**src/hw/rtl/asw_pkg.sv**
```systemverilog
// Package for the admitted-sender window average block.
// Holds shared widths, default sizes, the control state type and the lookup status struct.
// No dependencies.
package asw_pkg;

  localparam int DEF_SENDER_SLOTS = 10;
  localparam int DEF_WINDOW       = 10;
  localparam int ADDR_HALF_W      = 64;
  localparam int VALUE_W          = 16;
  localparam int FRAC_W           = 8;
  localparam int MEAN_W           = 24;

  typedef enum logic [2:0] {
    ST_IDLE,
    ST_LOOKUP,
    ST_WINDOW,
    ST_DIVIDE,
    ST_OUTPUT
  } state_t;

  typedef struct packed {
    logic done;
    logic accept;
    logic admitted;
  } lookup_res_t;

endpackage

```
**src/hw/rtl/asw_lookup.sv**
```systemverilog
// Sender table: a 128-bit wide memory scanned one entry per cycle, plus the fill count.
// Admits unknown senders while the table has room.
// Depends on asw_pkg.
module asw_lookup #(
  parameter int SENDER_SLOTS = asw_pkg::DEF_SENDER_SLOTS
) (
  input  logic                               clk,
  input  logic                               rst_n,
  input  logic                               start,
  input  logic [asw_pkg::ADDR_HALF_W-1:0]    key_high,
  input  logic [asw_pkg::ADDR_HALF_W-1:0]    key_low,
  output asw_pkg::lookup_res_t               res
);
  import asw_pkg::*;

  localparam int CNT_W = $clog2(SENDER_SLOTS + 1);
  localparam int IDX_W = (SENDER_SLOTS > 1) ? $clog2(SENDER_SLOTS) : 1;
  localparam logic [CNT_W-1:0] FULL = CNT_W'(SENDER_SLOTS);

  logic [2*ADDR_HALF_W-1:0] mem [SENDER_SLOTS];
  logic [2*ADDR_HALF_W-1:0] rd_data_r;
  logic [2*ADDR_HALF_W-1:0] key;
  logic                     busy_r, busy_nxt;
  logic                     pend_r, pend_nxt;
  logic [CNT_W-1:0]         count_r, count_nxt;
  logic [CNT_W-1:0]         idx_r, idx_nxt;
  logic                     hit, at_end, full, issue, write_en;

  always_comb begin
    key      = {key_high, key_low};
    hit      = pend_r && (rd_data_r == key);
    at_end   = (idx_r == count_r);
    full     = (count_r == FULL);
    issue    = busy_r && !hit && !at_end;
    res.done     = busy_r && (hit || at_end);
    res.accept   = !full || hit;
    res.admitted = !full && !hit;
    write_en = res.done && res.admitted;
  end

  always_comb begin
    busy_nxt  = busy_r;
    idx_nxt   = idx_r;
    count_nxt = count_r;
    pend_nxt  = issue;
    if (start) begin
      busy_nxt = 1'b1;
      idx_nxt  = '0;
    end else if (res.done) begin
      busy_nxt = 1'b0;
    end else if (issue) begin
      idx_nxt = idx_r + CNT_W'(1);
    end
    if (write_en) begin
      count_nxt = count_r + CNT_W'(1);
    end
  end

  always_ff @(posedge clk) begin
    if (!rst_n) begin
      busy_r  <= 1'b0;
      pend_r  <= 1'b0;
      idx_r   <= '0;
      count_r <= '0;
    end else begin
      busy_r  <= busy_nxt;
      pend_r  <= pend_nxt;
      idx_r   <= idx_nxt;
      count_r <= count_nxt;
    end
  end

  always_ff @(posedge clk) begin
    if (write_en) begin
      mem[count_r[IDX_W-1:0]] <= key;
    end
    if (issue) begin
      rd_data_r <= mem[idx_r[IDX_W-1:0]];
    end
  end

endmodule

```
**src/hw/rtl/asw_window.sv**
```systemverilog
// Window ring: a sample memory with per-slot valid bits, the write position,
// the running total and the count of nonzero slots. Depends on asw_pkg.
module asw_window #(
  parameter int WINDOW = asw_pkg::DEF_WINDOW,
  localparam int TOT_W = $clog2(WINDOW * (2 ** asw_pkg::VALUE_W - 1) + 1),
  localparam int NZ_W  = $clog2(WINDOW + 1)
) (
  input  logic                          clk,
  input  logic                          rst_n,
  input  logic                          start,
  input  logic [asw_pkg::VALUE_W-1:0]   sample,
  output logic                          done,
  output logic [TOT_W-1:0]              total,
  output logic [NZ_W-1:0]               nonzero
);
  import asw_pkg::*;

  localparam int WP_W = (WINDOW > 1) ? $clog2(WINDOW) : 1;
  localparam logic [WP_W-1:0] LAST = WP_W'(WINDOW - 1);

  logic [VALUE_W-1:0] mem [WINDOW];
  logic [VALUE_W-1:0] rd_data_r;
  logic [WINDOW-1:0]  valid_r;
  logic               pend_r;
  logic               done_r;
  logic [WP_W-1:0]    wpos_r, wpos_nxt;
  logic [TOT_W-1:0]   total_r, total_nxt;
  logic [NZ_W-1:0]    nz_r, nz_nxt;
  logic [VALUE_W-1:0] old;

  always_comb begin
    old       = valid_r[wpos_r] ? rd_data_r : '0;
    total_nxt = total_r - TOT_W'(old) + TOT_W'(sample);
    nz_nxt    = nz_r - NZ_W'(old != '0) + NZ_W'(sample != '0);
    wpos_nxt  = (wpos_r == LAST) ? '0 : wpos_r + WP_W'(1);
  end

  always_ff @(posedge clk) begin
    if (!rst_n) begin
      valid_r <= '0;
      pend_r  <= 1'b0;
      done_r  <= 1'b0;
      wpos_r  <= '0;
      total_r <= '0;
      nz_r    <= '0;
    end else begin
      pend_r <= start;
      done_r <= pend_r;
      if (pend_r) begin
        valid_r[wpos_r] <= 1'b1;
        wpos_r          <= wpos_nxt;
        total_r         <= total_nxt;
        nz_r            <= nz_nxt;
      end
    end
  end

  always_ff @(posedge clk) begin
    if (start) begin
      rd_data_r <= mem[wpos_r];
    end
    if (pend_r) begin
      mem[wpos_r] <= sample;
    end
  end

  assign done    = done_r;
  assign total   = total_r;
  assign nonzero = nz_r;

endmodule

```
**src/hw/rtl/asw_div.sv**
```systemverilog
// Restoring divider that produces one quotient bit per cycle.
// Used for the window mean. Depends on asw_pkg only through its caller.
module asw_div #(
  parameter int DVD_W = 28,
  parameter int DVS_W = 4
) (
  input  logic             clk,
  input  logic             rst_n,
  input  logic             start,
  input  logic [DVD_W-1:0] dividend,
  input  logic [DVS_W-1:0] divisor,
  output logic             done,
  output logic [DVD_W-1:0] quotient
);

  localparam int CNT_W = $clog2(DVD_W + 1);

  logic [DVD_W-1:0] quo_r;
  logic [DVS_W-1:0] rem_r, rem_nxt;
  logic [DVS_W-1:0] dvs_r;
  logic [CNT_W-1:0] step_r;
  logic             busy_r;
  logic             done_r;
  logic [DVS_W:0]   trial, diff;
  logic             ge;

  always_comb begin
    trial   = {rem_r, quo_r[DVD_W-1]};
    diff    = trial - {1'b0, dvs_r};
    ge      = !diff[DVS_W];
    rem_nxt = ge ? diff[DVS_W-1:0] : trial[DVS_W-1:0];
  end

  always_ff @(posedge clk) begin
    if (!rst_n) begin
      busy_r <= 1'b0;
      done_r <= 1'b0;
      step_r <= '0;
    end else begin
      done_r <= 1'b0;
      if (start) begin
        busy_r <= 1'b1;
        step_r <= CNT_W'(DVD_W);
      end else if (busy_r) begin
        step_r <= step_r - CNT_W'(1);
        if (step_r == CNT_W'(1)) begin
          busy_r <= 1'b0;
          done_r <= 1'b1;
        end
      end
    end
  end

  always_ff @(posedge clk) begin
    if (start) begin
      quo_r <= dividend;
      rem_r <= '0;
      dvs_r <= divisor;
    end else if (busy_r) begin
      quo_r <= {quo_r[DVD_W-2:0], ge};
      rem_r <= rem_nxt;
    end
  end

  assign done     = done_r;
  assign quotient = quo_r;

endmodule

```
**src/hw/rtl/admitted_sender_window_average.sv**
```systemverilog
// Phases: a lookup that compares n table entries (n at most the fill count), a window
// update, a divide when any slot is nonzero, and an output load. A rejected item skips the
// window and the divide; a window that holds only zeros skips the divide.
// One item at a time; the output register lets the next item enter while a result waits.
// Reset (synchronous, active low) empties the sender table and clears the window at once.
module admitted_sender_window_average #(
  parameter int SENDER_SLOTS = asw_pkg::DEF_SENDER_SLOTS,
  parameter int WINDOW       = asw_pkg::DEF_WINDOW
) (
  input  logic                            clk,
  input  logic                            rst_n,
  input  logic                            in_valid,
  output logic                            in_ready,
  input  logic [asw_pkg::ADDR_HALF_W-1:0] in_sender_address_high,
  input  logic [asw_pkg::ADDR_HALF_W-1:0] in_sender_address_low,
  input  logic [asw_pkg::VALUE_W-1:0]     in_sample_value,
  output logic                            out_valid,
  input  logic                            out_ready,
  output logic                            out_accepted,
  output logic                            out_newly_admitted,
  output logic [asw_pkg::MEAN_W-1:0]      out_mean_value,
  output logic                            out_mean_valid
);
  import asw_pkg::*;

  localparam int TOT_W = $clog2(WINDOW * (2 ** VALUE_W - 1) + 1);
  localparam int NZ_W  = $clog2(WINDOW + 1);
  localparam int DVD_W = TOT_W + FRAC_W;

  state_t               state_r, state_nxt;
  logic [ADDR_HALF_W-1:0] hi_r, lo_r;
  logic [VALUE_W-1:0]   sample_r;
  logic                 acc_r, adm_r, mvalid_r;
  logic [MEAN_W-1:0]    mean_r;
  logic                 out_valid_r;
  logic                 out_acc_r, out_adm_r, out_mvalid_r;
  logic [MEAN_W-1:0]    out_mean_r;
  lookup_res_t          lk;
  logic                 win_done;
  logic [TOT_W-1:0]     total;
  logic [NZ_W-1:0]      nonzero;
  logic                 div_done;
  logic [DVD_W-1:0]     quotient;
  logic                 lk_start, win_start, div_start, out_load;

  asw_lookup #(.SENDER_SLOTS(SENDER_SLOTS)) u_lookup (
    .clk      (clk),
    .rst_n    (rst_n),
    .start    (lk_start),
    .key_high (hi_r),
    .key_low  (lo_r),
    .res      (lk)
  );

  asw_window #(.WINDOW(WINDOW)) u_window (
    .clk     (clk),
    .rst_n   (rst_n),
    .start   (win_start),
    .sample  (sample_r),
    .done    (win_done),
    .total   (total),
    .nonzero (nonzero)
  );

  asw_div #(.DVD_W(DVD_W), .DVS_W(NZ_W)) u_div (
    .clk      (clk),
    .rst_n    (rst_n),
    .start    (div_start),
    .dividend ({total, FRAC_W'(0)}),
    .divisor  (nonzero),
    .done     (div_done),
    .quotient (quotient)
  );

  always_comb begin
    state_nxt = state_r;
    unique case (state_r)
      ST_IDLE: begin
        if (in_valid) state_nxt = ST_LOOKUP;
      end
      ST_LOOKUP: begin
        if (lk.done) state_nxt = lk.accept ? ST_WINDOW : ST_OUTPUT;
      end
      ST_WINDOW: begin
        if (win_done) state_nxt = (nonzero != '0) ? ST_DIVIDE : ST_OUTPUT;
      end
      ST_DIVIDE: begin
        if (div_done) state_nxt = ST_OUTPUT;
      end
      ST_OUTPUT: begin
        if (!out_valid_r || out_ready) state_nxt = ST_IDLE;
      end
      default: state_nxt = ST_IDLE;
    endcase
  end

  always_comb begin
    in_ready  = (state_r == ST_IDLE);
    lk_start  = in_ready && in_valid;
    win_start = (state_r == ST_LOOKUP) && lk.done && lk.accept;
    div_start = (state_r == ST_WINDOW) && win_done && (nonzero != '0);
    out_load  = (state_r == ST_OUTPUT) && (!out_valid_r || out_ready);
  end

  always_ff @(posedge clk) begin
    if (!rst_n) begin
      state_r     <= ST_IDLE;
      out_valid_r <= 1'b0;
    end else begin
      state_r <= state_nxt;
      if (out_load) begin
        out_valid_r <= 1'b1;
      end else if (out_ready) begin
        out_valid_r <= 1'b0;
      end
    end
  end

  always_ff @(posedge clk) begin
    if (lk_start) begin
      hi_r     <= in_sender_address_high;
      lo_r     <= in_sender_address_low;
      sample_r <= in_sample_value;
    end
    if ((state_r == ST_LOOKUP) && lk.done) begin
      acc_r    <= lk.accept;
      adm_r    <= lk.admitted;
      mean_r   <= '0;
      mvalid_r <= 1'b0;
    end
    if (div_start) begin
      mvalid_r <= 1'b1;
    end
    if (div_done) begin
      mean_r <= quotient[MEAN_W-1:0];
    end
    if (out_load) begin
      out_acc_r    <= acc_r;
      out_adm_r    <= adm_r;
      out_mean_r   <= mean_r;
      out_mvalid_r <= mvalid_r;
    end
  end

  assign out_valid          = out_valid_r;
  assign out_accepted       = out_acc_r;
  assign out_newly_admitted = out_adm_r;
  assign out_mean_value     = out_mean_r;
  assign out_mean_valid     = out_mvalid_r;

`ifndef NO_ASSERTIONS
  a_admit_implies_accept: assert property (@(posedge clk) disable iff (!rst_n)
    out_valid && out_newly_admitted |-> out_accepted)
    else $error("newly admitted sender reported as rejected");

  a_reject_zero_mean: assert property (@(posedge clk) disable iff (!rst_n)
    out_valid && !out_accepted |-> !out_mean_valid && (out_mean_value == '0))
    else $error("rejected item carries a mean");

  a_lookup_in_state: assert property (@(posedge clk) disable iff (!rst_n)
    lk.done |-> state_r == ST_LOOKUP)
    else $error("sender lookup finished outside its phase");

  a_div_in_state: assert property (@(posedge clk) disable iff (!rst_n)
    div_done |-> state_r == ST_DIVIDE)
    else $error("divider finished outside its phase");
`endif

endmodule

```
**config.mk**
```make
export PLATFORM = sky130hd
export DESIGN_NAME = admitted_sender_window_average
export DESIGN_NICKNAME = d
export VERILOG_FILES = /design/src/hw/rtl/asw_pkg.sv /design/src/hw/rtl/asw_lookup.sv /design/src/hw/rtl/asw_window.sv /design/src/hw/rtl/asw_div.sv /design/src/hw/rtl/admitted_sender_window_average.sv
export SDC_FILE = /design/constraint.sdc
export NUM_CORES = 2
export LEC_CHECK = 0
export ABC_AREA = 1
export ABC_CLOCK_PERIOD_IN_PS = 7900
export BUFFER_PORTS_ARGS = -buffer_cell sky130_fd_sc_hd__buf_2
export CAP_MARGIN = 5
export CELL_PAD_IN_SITES_DETAIL_PLACEMENT = 1
export CELL_PAD_IN_SITES_GLOBAL_PLACEMENT = 2
export CORE_MARGIN = 5
export CORE_UTILIZATION = 40
export DETAILED_ROUTE_END_ITERATION = 16
export GPL_TIMING_DRIVEN = 0
export PLACE_DENSITY = 0.74
export SYNTH_ARGS = -nofsm -noshare
export SYNTH_HDL_FRONTEND = slang
export SYNTH_SLANG_ARGS = --single-unit
```
**constraint.sdc**
```tcl
create_clock -name clk -period 7.9 [get_ports clk]
set_clock_uncertainty 0.05 [all_clocks]
set_input_delay 0.79 -clock clk [delete_from_list [all_inputs] [get_ports clk]]
set_output_delay 0.79 -clock clk [all_outputs]
set_load 0.02 [all_outputs]
```
==> results.json <==
{
  "post-place-ws_ns": 3.05,
  "worstPathMaxFanout": 21,
  "clockPowerShare": 0.365,
  "p_leak_nw": 29.9,
  "synth.most_common_cell": "edfxtp_1",
  "cts_setup_buffers": 0,
  "outcome": "completed",
  "syn_area_sq_um": 72900,
  "ys_ff_latch": 1879,
  "core-area_sq_um": 181000,
  "yosysSeqAreaShare": 0.764,
  "portBuffers": 175,
  "hp-class": "in -> reg",
  "cts_tree": "done",
  "synth-edff-count": 1805,
  "crit_buf_inv": 6,
  "die_w_um": 437,
  "ys_warn_count": 0,
  "setup_violations": 0,
  "vias_per_cell": 5.43,
  "grt_util_all_layers": 0.214,
  "cp.required_ns": 8.38,
  "ys.flop_type": "edfxtp_1",
  "crit_family": "simple AND/OR/NAND/NOR gates",
  "swShare": 0.265,
  "worstSetupStartpointType": "flop",
  "combPwrFrac": 0.113,
  "ir_drop_uv": 258,
  "drtAntennaViolNets": 0,
  "yosysTopAreaCellShare": 0.744,
  "worstMarginPinSlew_ns": 1.36,
  "syn_inst": 5405,
  "ys_types": 53,
  "grt_max_degree": 69,
  "cts.sinks": 1879,
  "crit_path_start": "lo_r[53]",
  "hold_viol": 0,
  "finalNetCount": 6059,
  "end_kind": "flop",
  "die-area_sq_um": 191000,
  "crit_top_cell": "nand2_1",
  "cap_violations": 0,
  "htreeDepth": 4,
  "cts-hold-fix-buffers": 0,
  "numPlacedInstances": 8028,
  "finalNonFillerCells": 8391,
  "maxSlewViolCount": 0,
  "drive_above_1_share": 0.109,
  "rsz0062_at_grt": "no",
  "remaining_drc_errors": 0,
  "num_rows": 156,
  "dp_hpwl_mm": 137,
  "design_area_sq_um": 84700,
  "synth_fp_nets": 5607,
  "worstReg2RegStart": "lo_r[53]",
  "drt_wl_total_mm": 209,
  "powerDensity_nw_per_um2": 291,
  "io_pins": 177,
  "relSlewSlack": 0.0962,
  "drt_first_iter_violations": 3551,
  "regToRegSetupSlack_ns": 3.13,
  "initial_utilization": 0.403,
  "min_period_ns": 4.77,
  "cts_buffers": 197,
  "p_switching_mw": 6.52,
  "async_reset_ff_frac": 0,
  "cpPeakStageDelay_ns": 0.64,
  "worstHoldStart": "in_sender_address_low[1]",
  "first_global_vias": 47838,
  "cp_slowest_cell": "nor2_4",
  "crit_chain": "inv_1 -> nand2_1 -> nand2_1 -> nor2_1 -> nand2_1 -> nor2_1 -> nand2_1 -> nor2_2 -> nand2_2 -> nor2_4 -> nand2_4 -> nand2_4 -> nand3_4 -> clkinv_2 -> nand2_1 -> nor2_4 -> buf_12 -> buf_12 -> buf_16 -> buf_16",
  "wire_per_inst_um": 24.9,
  "yosysTopAreaCell": "edfxtp_1",
  "root_buffer": "clkbuf_16",
  "worstPathArrival_ns": 5.26,
  "design_power_total_mw": 24.6,
  "avgSynthCellArea_sq_um": 13.5,
  "final_util": 0.468,
  "seq_power_share": 0.522,
  "path_clk_slew_ns": 0.06,
  "grt_pass1_wl_mm": 308,
  "hold_ws_ns": 0.0730,
  "syn2layout_area_growth_pct": 16.1,
  "gp_congestion": 0.765,
  "fin_crit_sh": 0.604,
  "clockBufferDepth": 3,
  "vias": 45523,
  "p_int_mw": 18.1,
  "insertion_delay_ns": 0.85,
  "dr.pass1.iters": 5,
  "antenna_found_initial": 9,
  "gr-total-overflow": 0,
  "setup_tns_ns": 0,
  "die_h_um": 437,
  "synth_top_cells_by_count": "edfxtp_1 (1805), o21ai_0 (693), nand2_1 (638), nor2_1 (592), inv_1 (357)",
  "fmax_ghz": 0.209,
  "postPlaceCellArea_sq_um": 78400,
  "fin_ws_ns": 3.13,
  "synthTopCellsByArea": "edfxtp_1 (74%), o21ai_0 (4.8%), nand2_1 (3.3%), nor2_1 (3.0%), a21oi_1 (2.4%)",
  "critPathKind": "reg -> reg",
  "postCtsResizedCells": 0
}
-- worst register-to-register path: stages (launching register included) --
cell,delay [ns]
edfxtp_1,0.60
inv_1,0.09
nand2_1,0.08
nand2_1,0.05
nor2_1,0.16
nand2_1,0.07
nor2_1,0.36
nand2_1,0.19
nor2_2,0.39
nand2_2,0.12
nor2_4,0.19
nand2_4,0.10
nand2_4,0.09
nand3_4,0.11
clkinv_2,0.12
nand2_1,0.15
nor2_4,0.65
buf_12,0.28
buf_12,0.23
buf_16,0.19
buf_16,0.18
-- cell usage in the layout, fill, tap and decap left out, types with 4 or more instances in the layout --
master      count
nand2_1       638
or2_2           5
nand4_1        15
a221oi_1      129
buf_16         13
dfxtp_1        74
nor2_4         14
o21ai_1        10
nand2_2         4
nand3_1        29
bufinv_16      12
nor4_1          5
clkinv_2       37
o22ai_1       141
o2111ai_1       4
clkbuf_16     202
or3_1          16
buf_12         53
clkinvlp_4      7
inv_2           5
clkbuf_1      245
nor3_1         30
xnor2_1        32
nor2_2         13
edfxtp_1     1805
a22oi_1        68
fa_1           18
buf_1          10
ha_1           36
clkbuf_8        6
inv_1         357
clkinv_1       40
buf_8          10
xor2_1         23
a21oi_1       349
o21ai_0       693
buf_4           7
clkinv_8        4
buf_2         240
nor2_1        572
-- logic make-up after synthesis --
kind of cell / share of synthesized area
adders and majority gates: 0.0111
buffers and inverters: 0.0350
xor gates and xnor gates: 0.00661
and+or+nand+nor: 0.0736
DFF: 0.764
AOI/OAI and AO/OA: 0.110
muxes: 0.000137
-- final timing paths --
kind / to / depth (start not counted)
setup / recovery: u_lookup.mem[6][12] / 20
hold reg to reg: out_mean_value[21] / 0
hold / removal: lo_r[1] / 1
setup reg to reg: u_lookup.mem[6][12] / 20
-- per-layer routing --
metal | vias up | global-route usage | share of wire
met5 | - | 0 | 0
met4 | 0 | 0.0652 | 0.027
met3 | 332 | 0.0270 | 0.046
met2 | 1189 | 0.372 | 0.50
met1 | 23368 | 0.282 | 0.42
li1 | 20634 | - | -
-- power by group through the flow --
| stage | Combinational, mW | Sequential (mW) | Clock (mW) |
|---|---|---|---|
| 2_1_floorplan | 1.64 | 12.9 | 0 |
| 3_3_place_gp | 2.46 | 13.2 | 0 |
| 3_5_place_dp | 2.82 | 13.1 | 0 |
| 4_1_cts | 2.84 | 12.9 | 9.17 |
| 5_1_grt | 3.10 | 13.0 | 9.62 |
| 6_report | 2.78 | 12.9 | 8.98 |
-- layout make-up --
cell class              instances  area [sq um]
well taps                    2370          2970
repair buffers                253          2460
fillers                     18157         96300
clock inverters               104           883
inverters                     366          1380
clock buffers                 257          5320
flip-flops and latches       1879         55700
plain buffers                 281          1180
diodes                          2          5.00
multi-input cells            2879         14800
-- state kept, by name (all words and copies together), names as in the netlist, 4 cells and up --
register,count
u_div.quotient,28
u_window.wpos_r,4
u_div.dvs_r,4
u_lookup.mem,1280
u_div.step_r,5
sample_r,16
u_lookup.idx_r,4
u_lookup.count_r,4
lo_r,64
u_lookup.rd_data_r,128
u_window.rd_data_r,16
hi_r,64
u_div.rem_r,4
u_window.mem,160
u_window.total,20
u_window.nonzero,4
out_mean_value,24
mean_r,24
u_window.valid_r,10
(Power assumes the default switching activity.)
